--- src/hw/rtl/ffa_pkg.sv ---
// Shared types and constants of the fixed partition fit allocator.
// No dependencies; used by ffa_scan and the top level.
package ffa_pkg;

	localparam int PARTITIONS_DEF = 8;
	localparam int SIZE_W         = 16;
	localparam int SLOT_W         = 3;

	localparam logic KIND_LOAD    = 1'b0;
	localparam logic KIND_REQ     = 1'b1;
	localparam logic MODE_FIRST   = 1'b0;
	localparam logic MODE_WORST   = 1'b1;

	typedef enum logic [1:0] {
		ST_IDLE,
		ST_SCAN,
		ST_FINISH
	} ffa_state_t;

	// Controls from the sequencer to the table scan unit.
	typedef struct packed {
		logic load;
		logic start;
		logic grant_clr;
		logic mode;
	} ffa_ctl_t;

	// Status from the table scan unit.
	typedef struct packed {
		logic done;
		logic found;
	} ffa_sts_t;

endpackage

--- src/hw/rtl/ffa_scan.sv ---
// Partition table: size memory with registered read, free bits, scan and
// best-candidate tracking. Depends on ffa_pkg.
module ffa_scan
	import ffa_pkg::*;
#(
	parameter int PARTITIONS = PARTITIONS_DEF
) (
	input  logic                                   clk,
	input  logic                                   arst_n,
	input  ffa_ctl_t                               ctl,
	input  logic [SLOT_W-1:0]                      wr_slot,
	input  logic [SIZE_W-1:0]                      wr_size,
	input  logic [SIZE_W-1:0]                      req_amount,
	output ffa_sts_t                               sts,
	output logic [(PARTITIONS > 1 ? $clog2(PARTITIONS) : 1)-1:0] best_idx,
	output logic [SIZE_W-1:0]                      best_size
);

	localparam int IDX_W = (PARTITIONS > 1) ? $clog2(PARTITIONS) : 1;
	localparam logic [IDX_W-1:0] LAST_IDX = IDX_W'(PARTITIONS - 1);

	logic [SIZE_W-1:0] size_mem [PARTITIONS];
	logic              free_q [PARTITIONS];

	logic              busy_q;
	logic [IDX_W-1:0]  rd_idx_q;
	logic              valid_s1;
	logic              last_s1;
	logic              free_s1;
	logic [IDX_W-1:0]  idx_s1;
	logic [SIZE_W-1:0] size_s1;
	logic              found_q;
	logic [IDX_W-1:0]  best_idx_q;
	logic [SIZE_W-1:0] best_size_q;
	logic              done_q;
	logic              wr_in_range;
	logic [IDX_W-1:0]  wr_idx;
	logic              take;

	assign wr_in_range = (32'(wr_slot) < PARTITIONS);
	assign wr_idx      = IDX_W'(wr_slot);

	// Size memory: one write port, one registered read port.
	always_ff @(posedge clk) begin
		if (ctl.load && wr_in_range) begin
			size_mem[wr_idx] <= wr_size;
		end
		size_s1 <= size_mem[rd_idx_q];
	end

	always_ff @(posedge clk or negedge arst_n) begin
		if (!arst_n) begin
			for (int i = 0; i < PARTITIONS; i++) begin
				free_q[i] <= 1'b0;
			end
		end else begin
			if (ctl.load && wr_in_range) begin
				free_q[wr_idx] <= 1'b1;
			end
			if (ctl.grant_clr) begin
				free_q[best_idx_q] <= 1'b0;
			end
		end
	end

	// Read sequencer: one entry per cycle from index zero up.
	always_ff @(posedge clk or negedge arst_n) begin
		if (!arst_n) begin
			busy_q   <= 1'b0;
			rd_idx_q <= '0;
			valid_s1 <= 1'b0;
			last_s1  <= 1'b0;
			done_q   <= 1'b0;
		end else begin
			valid_s1 <= busy_q;
			last_s1  <= busy_q && (rd_idx_q == LAST_IDX);
			done_q   <= valid_s1 && last_s1;
			if (ctl.start) begin
				busy_q   <= 1'b1;
				rd_idx_q <= '0;
			end else if (busy_q) begin
				if (rd_idx_q == LAST_IDX) begin
					busy_q <= 1'b0;
				end else begin
					rd_idx_q <= rd_idx_q + 1'b1;
				end
			end
		end
	end

	always_ff @(posedge clk) begin
		idx_s1  <= rd_idx_q;
		free_s1 <= free_q[rd_idx_q];
	end

	// First fit keeps the first entry that fits; worst fit keeps the
	// largest free entry, strict compare so a tie keeps the lower index.
	always_comb begin
		if (ctl.mode == MODE_FIRST) begin
			take = free_s1 && !found_q && (size_s1 >= req_amount);
		end else begin
			take = free_s1 && (!found_q || (size_s1 > best_size_q));
		end
	end

	always_ff @(posedge clk or negedge arst_n) begin
		if (!arst_n) begin
			found_q <= 1'b0;
		end else if (ctl.start) begin
			found_q <= 1'b0;
		end else if (valid_s1 && take) begin
			found_q <= 1'b1;
		end
	end

	always_ff @(posedge clk) begin
		if (valid_s1 && take) begin
			best_idx_q  <= idx_s1;
			best_size_q <= size_s1;
		end
	end

	assign sts.done   = done_q;
	assign sts.found  = found_q;
	assign best_idx   = best_idx_q;
	assign best_size  = best_size_q;

endmodule

--- src/hw/rtl/fixed_partition_fit_allocator.sv ---
// Fixed partition allocator, first fit or worst fit placement.
// Depends on ffa_pkg and ffa_scan.
//
//  channel  | handshake             | payload
//  ---------+-----------------------+-------------------------------------------
//  in       | in_valid / in_stall   | kind, slot_index, amount
//  out      | out_valid / out_stall | granted, granted_index, granted_size, leftover
//  cfg      | cfg_wr_en             | cfg_wr_data (fit_mode)
//
// A load gives no result; the next transaction can follow right behind it.
// A request scans the table one entry per cycle through the single read port
// of the size memory; the input stalls until the result is loaded into the
// output register, and longer while an earlier result is still stalled there.
// The result sits in an output register; a stalled result holds there while
// the next transaction is taken. Reset marks every partition as not loaded.
module fixed_partition_fit_allocator
	import ffa_pkg::*;
#(
	parameter int PARTITIONS = PARTITIONS_DEF
) (
	input  logic              clk,
	input  logic              arst_n,
	input  logic              cfg_wr_en,
	input  logic              cfg_wr_data,
	input  logic              in_valid,
	output logic              in_stall,
	input  logic              kind,
	input  logic [SLOT_W-1:0] slot_index,
	input  logic [SIZE_W-1:0] amount,
	output logic              out_valid,
	input  logic              out_stall,
	output logic              granted,
	output logic [SLOT_W-1:0] granted_index,
	output logic [SIZE_W-1:0] granted_size,
	output logic [SIZE_W-1:0] leftover
);

	localparam int IDX_W = (PARTITIONS > 1) ? $clog2(PARTITIONS) : 1;

	ffa_state_t        state_q, state_d;
	ffa_ctl_t          ctl;
	ffa_sts_t          sts;
	logic [IDX_W-1:0]  best_idx;
	logic [SIZE_W-1:0] best_size;
	logic              fit_mode_q;
	logic [SIZE_W-1:0] amount_q;
	logic              in_accept;
	logic              out_load;
	logic              grant;
	logic              out_valid_q;
	logic              granted_q;
	logic [SLOT_W-1:0] granted_index_q;
	logic [SIZE_W-1:0] granted_size_q;
	logic [SIZE_W-1:0] leftover_q;

	assign in_accept = in_valid && !in_stall;
	// Worst fit may hold a candidate that is too small; first fit never does.
	assign grant     = sts.found && (best_size >= amount_q);

	always_ff @(posedge clk or negedge arst_n) begin
		if (!arst_n) begin
			fit_mode_q <= MODE_FIRST;
		end else if (cfg_wr_en) begin
			fit_mode_q <= cfg_wr_data;
		end
	end

	always_ff @(posedge clk or negedge arst_n) begin
		if (!arst_n) begin
			state_q <= ST_IDLE;
		end else begin
			state_q <= state_d;
		end
	end

	always_comb begin
		state_d       = state_q;
		in_stall      = 1'b1;
		out_load      = 1'b0;
		ctl.load      = 1'b0;
		ctl.start     = 1'b0;
		ctl.grant_clr = 1'b0;
		ctl.mode      = fit_mode_q;
		case (state_q)
			ST_IDLE: begin
				in_stall = 1'b0;
				if (in_valid) begin
					if (kind == KIND_REQ) begin
						ctl.start = 1'b1;
						state_d   = ST_SCAN;
					end else begin
						ctl.load = 1'b1;
					end
				end
			end
			ST_SCAN: begin
				if (sts.done) begin
					state_d = ST_FINISH;
				end
			end
			ST_FINISH: begin
				// Wait for the output register to drain.
				if (!out_valid_q || !out_stall) begin
					out_load      = 1'b1;
					ctl.grant_clr = grant;
					state_d       = ST_IDLE;
				end
			end
			default: begin
				state_d = ST_IDLE;
			end
		endcase
	end

	always_ff @(posedge clk) begin
		if (in_accept && (kind == KIND_REQ)) begin
			amount_q <= amount;
		end
	end

	always_ff @(posedge clk or negedge arst_n) begin
		if (!arst_n) begin
			out_valid_q <= 1'b0;
		end else if (out_load) begin
			out_valid_q <= 1'b1;
		end else if (!out_stall) begin
			out_valid_q <= 1'b0;
		end
	end

	always_ff @(posedge clk) begin
		if (out_load) begin
			granted_q       <= grant;
			granted_index_q <= grant ? SLOT_W'(best_idx) : '0;
			granted_size_q  <= grant ? best_size : '0;
			leftover_q      <= grant ? (best_size - amount_q) : '0;
		end
	end

	ffa_scan #(
		.PARTITIONS (PARTITIONS)
	) u_scan (
		.clk        (clk),
		.arst_n     (arst_n),
		.ctl        (ctl),
		.wr_slot    (slot_index),
		.wr_size    (amount),
		.req_amount (amount_q),
		.sts        (sts),
		.best_idx   (best_idx),
		.best_size  (best_size)
	);

	assign out_valid     = out_valid_q;
	assign granted       = granted_q;
	assign granted_index = granted_index_q;
	assign granted_size  = granted_size_q;
	assign leftover      = leftover_q;

endmodule

--- config.mk ---
export PLATFORM = sky130hd
export DESIGN_NAME = fixed_partition_fit_allocator
export DESIGN_NICKNAME = d
export VERILOG_FILES = /design/src/hw/rtl/ffa_pkg.sv /design/src/hw/rtl/ffa_scan.sv /design/src/hw/rtl/fixed_partition_fit_allocator.sv
export SDC_FILE = /design/constraint.sdc
export NUM_CORES = 1
export LEC_CHECK = 0
export BUFFER_PORTS_ARGS = -buffer_cell sky130_fd_sc_hd__buf_4
export CAP_MARGIN = 20
export CORE_MARGIN = 2
export CORE_UTILIZATION = 55
export CTS_BUF_LIST = sky130_fd_sc_hd__clkbuf_4 sky130_fd_sc_hd__clkbuf_8
export CTS_CLUSTER_SIZE = 8
export DETAILED_ROUTE_END_ITERATION = 10
export HOLD_SLACK_MARGIN = 0.02
export PLACE_DENSITY = 0.86
export RECOVER_POWER = 100
export SLEW_MARGIN = 20
export SYNTH_ARGS = -nofsm -noshare
export SYNTH_HDL_FRONTEND = slang
export SYNTH_HIERARCHICAL = 1
export SYNTH_SLANG_ARGS = --single-unit
--- constraint.sdc ---
create_clock -name clk -period 3.74 [get_ports clk]
set_input_delay 0.374 -clock clk [delete_from_list [all_inputs] [get_ports clk]]
set_output_delay 0.374 -clock clk [all_outputs]
set_load 0.02 [all_outputs]
# == Word-level counts from Yosys, hierarchy flattened ==
# Memory sizes are Yosys's and may differ from the RTL's. A register that Yosys moved wholly into a read port is not among the register bits.
# Cells that the tools add are included.
# op_classes
add_sub_neg,2
n_lt_le_gt_ge,8
n_eq_ne,9
n_mux,36
bitwise_logic,6
n_reduce_logical,21
# ops
op,n
>= comparator 16 bit,2
two-way mux 1 bit,21
> comparator 16 bit,1
two-way mux 8 bit,2
subtractor 16 bit,1
">= comparator 4 bit, second input constant",3
two-way mux 2 bit,6
inverter 3 -> 4 bit,3
logical AND 1 bit,11
two-way mux 3 bit,3
AND 8 bit,1
"less-than comparator 4 x 1 -> 1 bit, second input constant",2
"!= test 2 bit, second input constant",4
inverter 8 bit,1
OR 8 bit,1
demux 1 bit (select 3 bit),2
one-hot mux 2 bit (3 select lines),1
"!= test 2 x 1 -> 1 bit, second input constant",2
AND reduction 4 bit,1
nonzero test 2 bit,2
"adder 3 x 1 -> 3 bit, second input constant",1
binary-select mux 1 bit (select 3 bit),1
"equality test 3 bit, second input constant",1
zero test 1 bit,3
5 further kinds,6
# word_totals
ff_bits,95
ram_bits,128
in_bits,26
output_inout_bits,38
elab_cells,109
memories,1
# mem_list
name,words,word_bits,read_ports,rd_clocked_by_memory_dff,wr,line,source
u_scan.size_mem,8,16,1,1,1,ffa_scan.sv:22,logic [SIZE_W-1:0] size_mem [PARTITIONS];

# == Longest topological paths before layout ==
# logic_depth
ltp_word,9
depth_mapped,12
ltp_nobuf,11

# == By module ==
# Netlist, hierarchy kept.
# modules_own_cells
module,instances,cells_per_inst,area_each_um2,seq_area_each_um2
ffa_scan,1,400,7388.3,5215.0
fixed_partition_fit_allocator,1,270,3130.5,1661.6

# == Least setup slack after synthesis ==
# Ideal clock, no wire load.
# synth_path
path_type,flip-flop to flip-flop
from,"register u_scan.best_size_q[14], in the netlist u_scan/best_size[14]"
to,"register u_scan.best_idx_q[0], in the netlist u_scan/best_idx[0], enable pin"
setup_time_ns,0.457
arrival_ns,3.510
required_ns,3.283
setup_slack_ns,-0.227
stages_incl_launch_ff,8
path_buffers,0
period_less_slack_ns,3.967
path_cell_list,edfxtp_1 inv_1 ha_1 nand4_1 or2_1 a211oi_1 nor4_1 a2111oi_1
# synth_via
elab_chain_len,5
# synth_lines
element,line,source
from (decl),ffa_scan.sv:34,logic [SIZE_W-1:0] best_size_q;
from (signal assigned),ffa_scan.sv:119,best_size_q <= size_s1;
> comparator 16 bit,ffa_scan.sv:102,take = free_s1 && (!found_q || (size_s1 > best_size_q));
logical OR 1 bit,ffa_scan.sv:102,
logical AND 1 bit,ffa_scan.sv:102,
two-way mux 1 bit,ffa_scan.sv:99,if (ctl.mode == MODE_FIRST) begin
logical AND 1 bit,ffa_scan.sv:117,if (valid_s1 && take) begin
to (signal assigned),ffa_scan.sv:118,best_idx_q <= idx_s1;
to (decl),ffa_scan.sv:33,logic [IDX_W-1:0] best_idx_q;
# Every way passes these cells.
# A chain may end at the register's enable or synchronous reset.

# == Final worst setup path ==
# layout_path
from,"register u_scan.best_size_q[14], in the netlist u_scan/best_size[14]"
to,"register u_scan.best_size_q[6], in the netlist u_scan/best_size[6], enable pin"
# layout_via
elab_chain_len,5
# layout_lines
element,line
> comparator 16 bit,ffa_scan.sv:102
logical OR 1 bit,ffa_scan.sv:102
logical AND 1 bit,ffa_scan.sv:102
two-way mux 1 bit,ffa_scan.sv:99
logical AND 1 bit,ffa_scan.sv:117
# Every way passes these cells.

==> reports/qor.csv <==
metric;value;unit
status;complete, but fails checks;
failing checks;max-capacitance violations, max-slew violations;
CP startpoint kind;register;
DR vias;6060;
Psw;2.42;mW
critical path peak fanout;11;
Clock Latency Late Sink;550;ps
Initial Util;0.562;
Slew Limit Fails;38;
commonest non-fill, non-tap cell in the layout;edfxtp_1;
Post-synth top flop;edfxtp_1;
Mean Syn Cell Area;15.7;um^2
Setup TNS;0;ps
critical path's slowest cell;a2111oi_4;
Root Driver;clkbuf_8;
max_slew headroom;-0.367;
antenna violations before repair;0;
Die Span Y;142;um
post_cts resized;0;
global placer's final weighted congestion;0.876;
CTS buffer count;38;
Synth Instances;670;
cell area after layout;0.0118;mm^2
Synthesized Nets;747;
CP max stage delay;670;ps
remaining antenna violation count;0;
Post-CTS Setup Bufs;0;
number of synthesized register bits;239;
DRC;0;
# hold bufs at CTS;1;
count of cell types in the netlist;66;
fmax;315;MHz
Worst Path Buf+Inv;2;
post-DP HPWL;14300;um
H-tree lvl count;2;
Max-cap violations;1;
Via density;5.91;
GRT Total Usage;0.216;
GR Overflow Total;0;
Post-synth EDFFs;199;
fin crit period;3170;ps
register area share after synthesis;0.654;
Final Hold Viols;0;
layout overhead on the synthesized area;11.9;%
post-synth design cell area;0.0105;mm^2
Int Pwr;5.62;mW
peak supply drop;0.335;mV
Switching Fraction;0.301;
total die area;0.0202;mm^2
clock skew;37.4;ps
final WL;21400;um
first-pass GRT wire length;33200;um
drt initial violations;517;
crit-path cells;inv_1 > ha_1 > nand4_1 > or2_0 > a211oi_1 > nor4_1 > a2111oi_4 > clkbuf_1;
Clk pwr share;0.288;
num rows;50;
pwr dens;683;mW/mm^2
Seq pwr share;0.454;
path depth of the worst reg2reg path;8;
Slew @ Worst Pin;2050;ps
Tcrit/Tclk final;0.848;
largest net degree at the start of global routing;38;
Crit path depth;8;
DR pass1 iterations;5;
Hold Path Depth;2;
combinational group share of total power;0.258;
highest-count cells in the layout ignoring fill and taps;199 x edfxtp_1, 65 x clkbuf_1, 57 x inv_1, 50 x ha_1, 41 x clkbuf_8;
post-place setup slack;896;ps
Core Area;0.0187;mm^2
Final WS setup;570;ps
hold crit path type;in2reg;
RSZ-0062 raised after global routing;false;
vias in the first global route;6220;
port buffer count;63;
Lkg Pwr;4.31;nW
Layout Nets;838;
Setup CP Type;reg2reg;
Synth async-reset ratio;0.0837;
WP data required;3890;ps
Sink Count;239;
Synthesis Warnings;6;
ANT cells;0;
critical path data arrival time;3320;ps
Worst Setup End Kind;register;
width of the chip;142;um
placed cell area;0.0112;mm^2
layout cells sized above 1;0.172;
clk slew on worst S/H paths;60;ps
Avg WL per Cell;20.9;um
CTS tree;yes;
clock buffer depth;3;
Boundary Pins;64;
Worst path top cell family by delay;compound AO/OA/AOI/OAI gates;
Setup-failing EPs final;0;
[layer usage]
layer | GRT usage | wire length [um]
met5 | 0 | 0
met4 | 0.0818 | 586
met3 | 0.0427 | 1280
met2 | 0.369 | 10800
met1 | 0.276 | 8750
[synth_stat cells, types with 3 or more instances]
cell      number  area (um^2)
nor4_1         3         18.8
ha_1          50          626
a21boi_1       7         52.6
dfxtp_1       20          400
clkbuf_2       3         15.0
mux4_2        23          518
a21boi_0       6         45.0
o22ai_1        4         25.0
mux2i_1        3         30.0
a211oi_1       5         37.5
nor2b_1        4         25.0
dfrtp_1       20          500
a31oi_1        5         31.3
nand3_1       13         65.1
and2_1         4         25.0
buf_2          8         40.0
nor3_1         4         20.0
a21o_1         5         37.5
nand2b_1      16          100
mux2_2        18          203
o32a_1         4         40.0
xor2_1         5         43.8
nor2_1        29          109
nand4_1        9         56.3
a21oi_1       40          200
o21a_1         3         22.5
nand2_1       17         63.8
edfxtp_1     199         5980
buf_6          5         56.3
mux4_1        11          289
inv_1         57          214
xnor2_1        6         52.6
a21boi_2       7         78.8
buf_4          3         22.5
o21ai_0        7         35.0
clkbuf_1       7         26.3
[power groups by stage]
stage                     clock (mW)  sequential (mW)  combinational (mW)
final                           2.31             3.65                2.08
after global routing            2.47             3.70                2.27
after CTS                       2.36             3.65                2.11
after detailed placement           0             3.71                2.08
after global placement             0             3.67                1.95
after floorplan                    0             3.47                1.76
[worst register-to-register path, cell delays in order, from the launching register on]
cell and delay (ps):
edfxtp_1 370, inv_1 60, ha_1 330, nand4_1 140, or2_0 310, a211oi_1 240, nor4_1 110, a2111oi_4 670
clkbuf_1 550
[final timing paths]
check	slack [ps]	to	startpoint
worst min register to register	410	u_scan/best_idx[0]	u_scan/idx_s1[0]
worst min-delay path	90	fit_mode_q	cfg_wr_data
min in group asynchronous	570	u_scan/rd_idx_q[0]	arst_n
worst max register to register	570	u_scan/best_size[6]	u_scan/best_size[14]
max in group asynchronous	2470	out_valid	arst_n
worst max-delay path	570	u_scan/best_size[6]	u_scan/best_size[14]
[per-stage QoR]
| step | util | power (mW) | cells | hold slack (ps) |
|---|---|---|---|---|
| after floorplan | - | 5.23 | 670 | 78.4 |
| after global placement | 0.601 | 5.62 | 954 | 257 |
| after detailed placement | 0.601 | 5.79 | 954 | 266 |
| after CTS | 0.645 | 8.12 | 1025 | 43.9 |
| after global routing | 0.629 | 8.44 | 1025 | 69.6 |
| final | 0.629 | 8.04 | 1025 | 95.0 |
[logic make-up (layout without fill, tap and decap cells)]
| group | count (synthesis) | count (layout) | share of synthesized area |
|---|---|---|---|
| flops | 239 | 239 | 0.654 |
| compound gates | 120 | 120 | 0.0840 |
| simple gates | 109 | 109 | 0.0535 |
| buf+inv | 85 | 206 | 0.0394 |
| mux | 55 | 55 | 0.0988 |
| fa+ha+maj | 51 | 51 | 0.0614 |
| xor+xnor | 11 | 11 | 0.00916 |
[registers in the layout, summed over array words and instances (netlist names), 2 cells and up]
signal / flops
u_scan/best_size: 16
amount_q: 16
granted_size: 16
u_scan/size_mem: 128
u_scan/free_q: 8
granted_index: 3
u_scan/rd_idx_q: 3
u_scan/size_s1: 16
state_q: 2
u_scan/idx_s1: 3
u_scan/best_idx: 3
leftover: 16
[area by class of cell]
| class | instances | area [um^2] |
|---|---|---|
| sequential | 239 | 6880 |
| multi-input combinational | 346 | 3220 |
| inverter | 57 | 214 |
| clock buffer | 65 | 744 |
| clock inverter | 5 | 70.1 |
| fill | 1318 | 6940 |
| tap | 234 | 293 |
| timing repair buffer | 79 | 352 |
No activity file was read; power rests on OpenSTA's default activity.
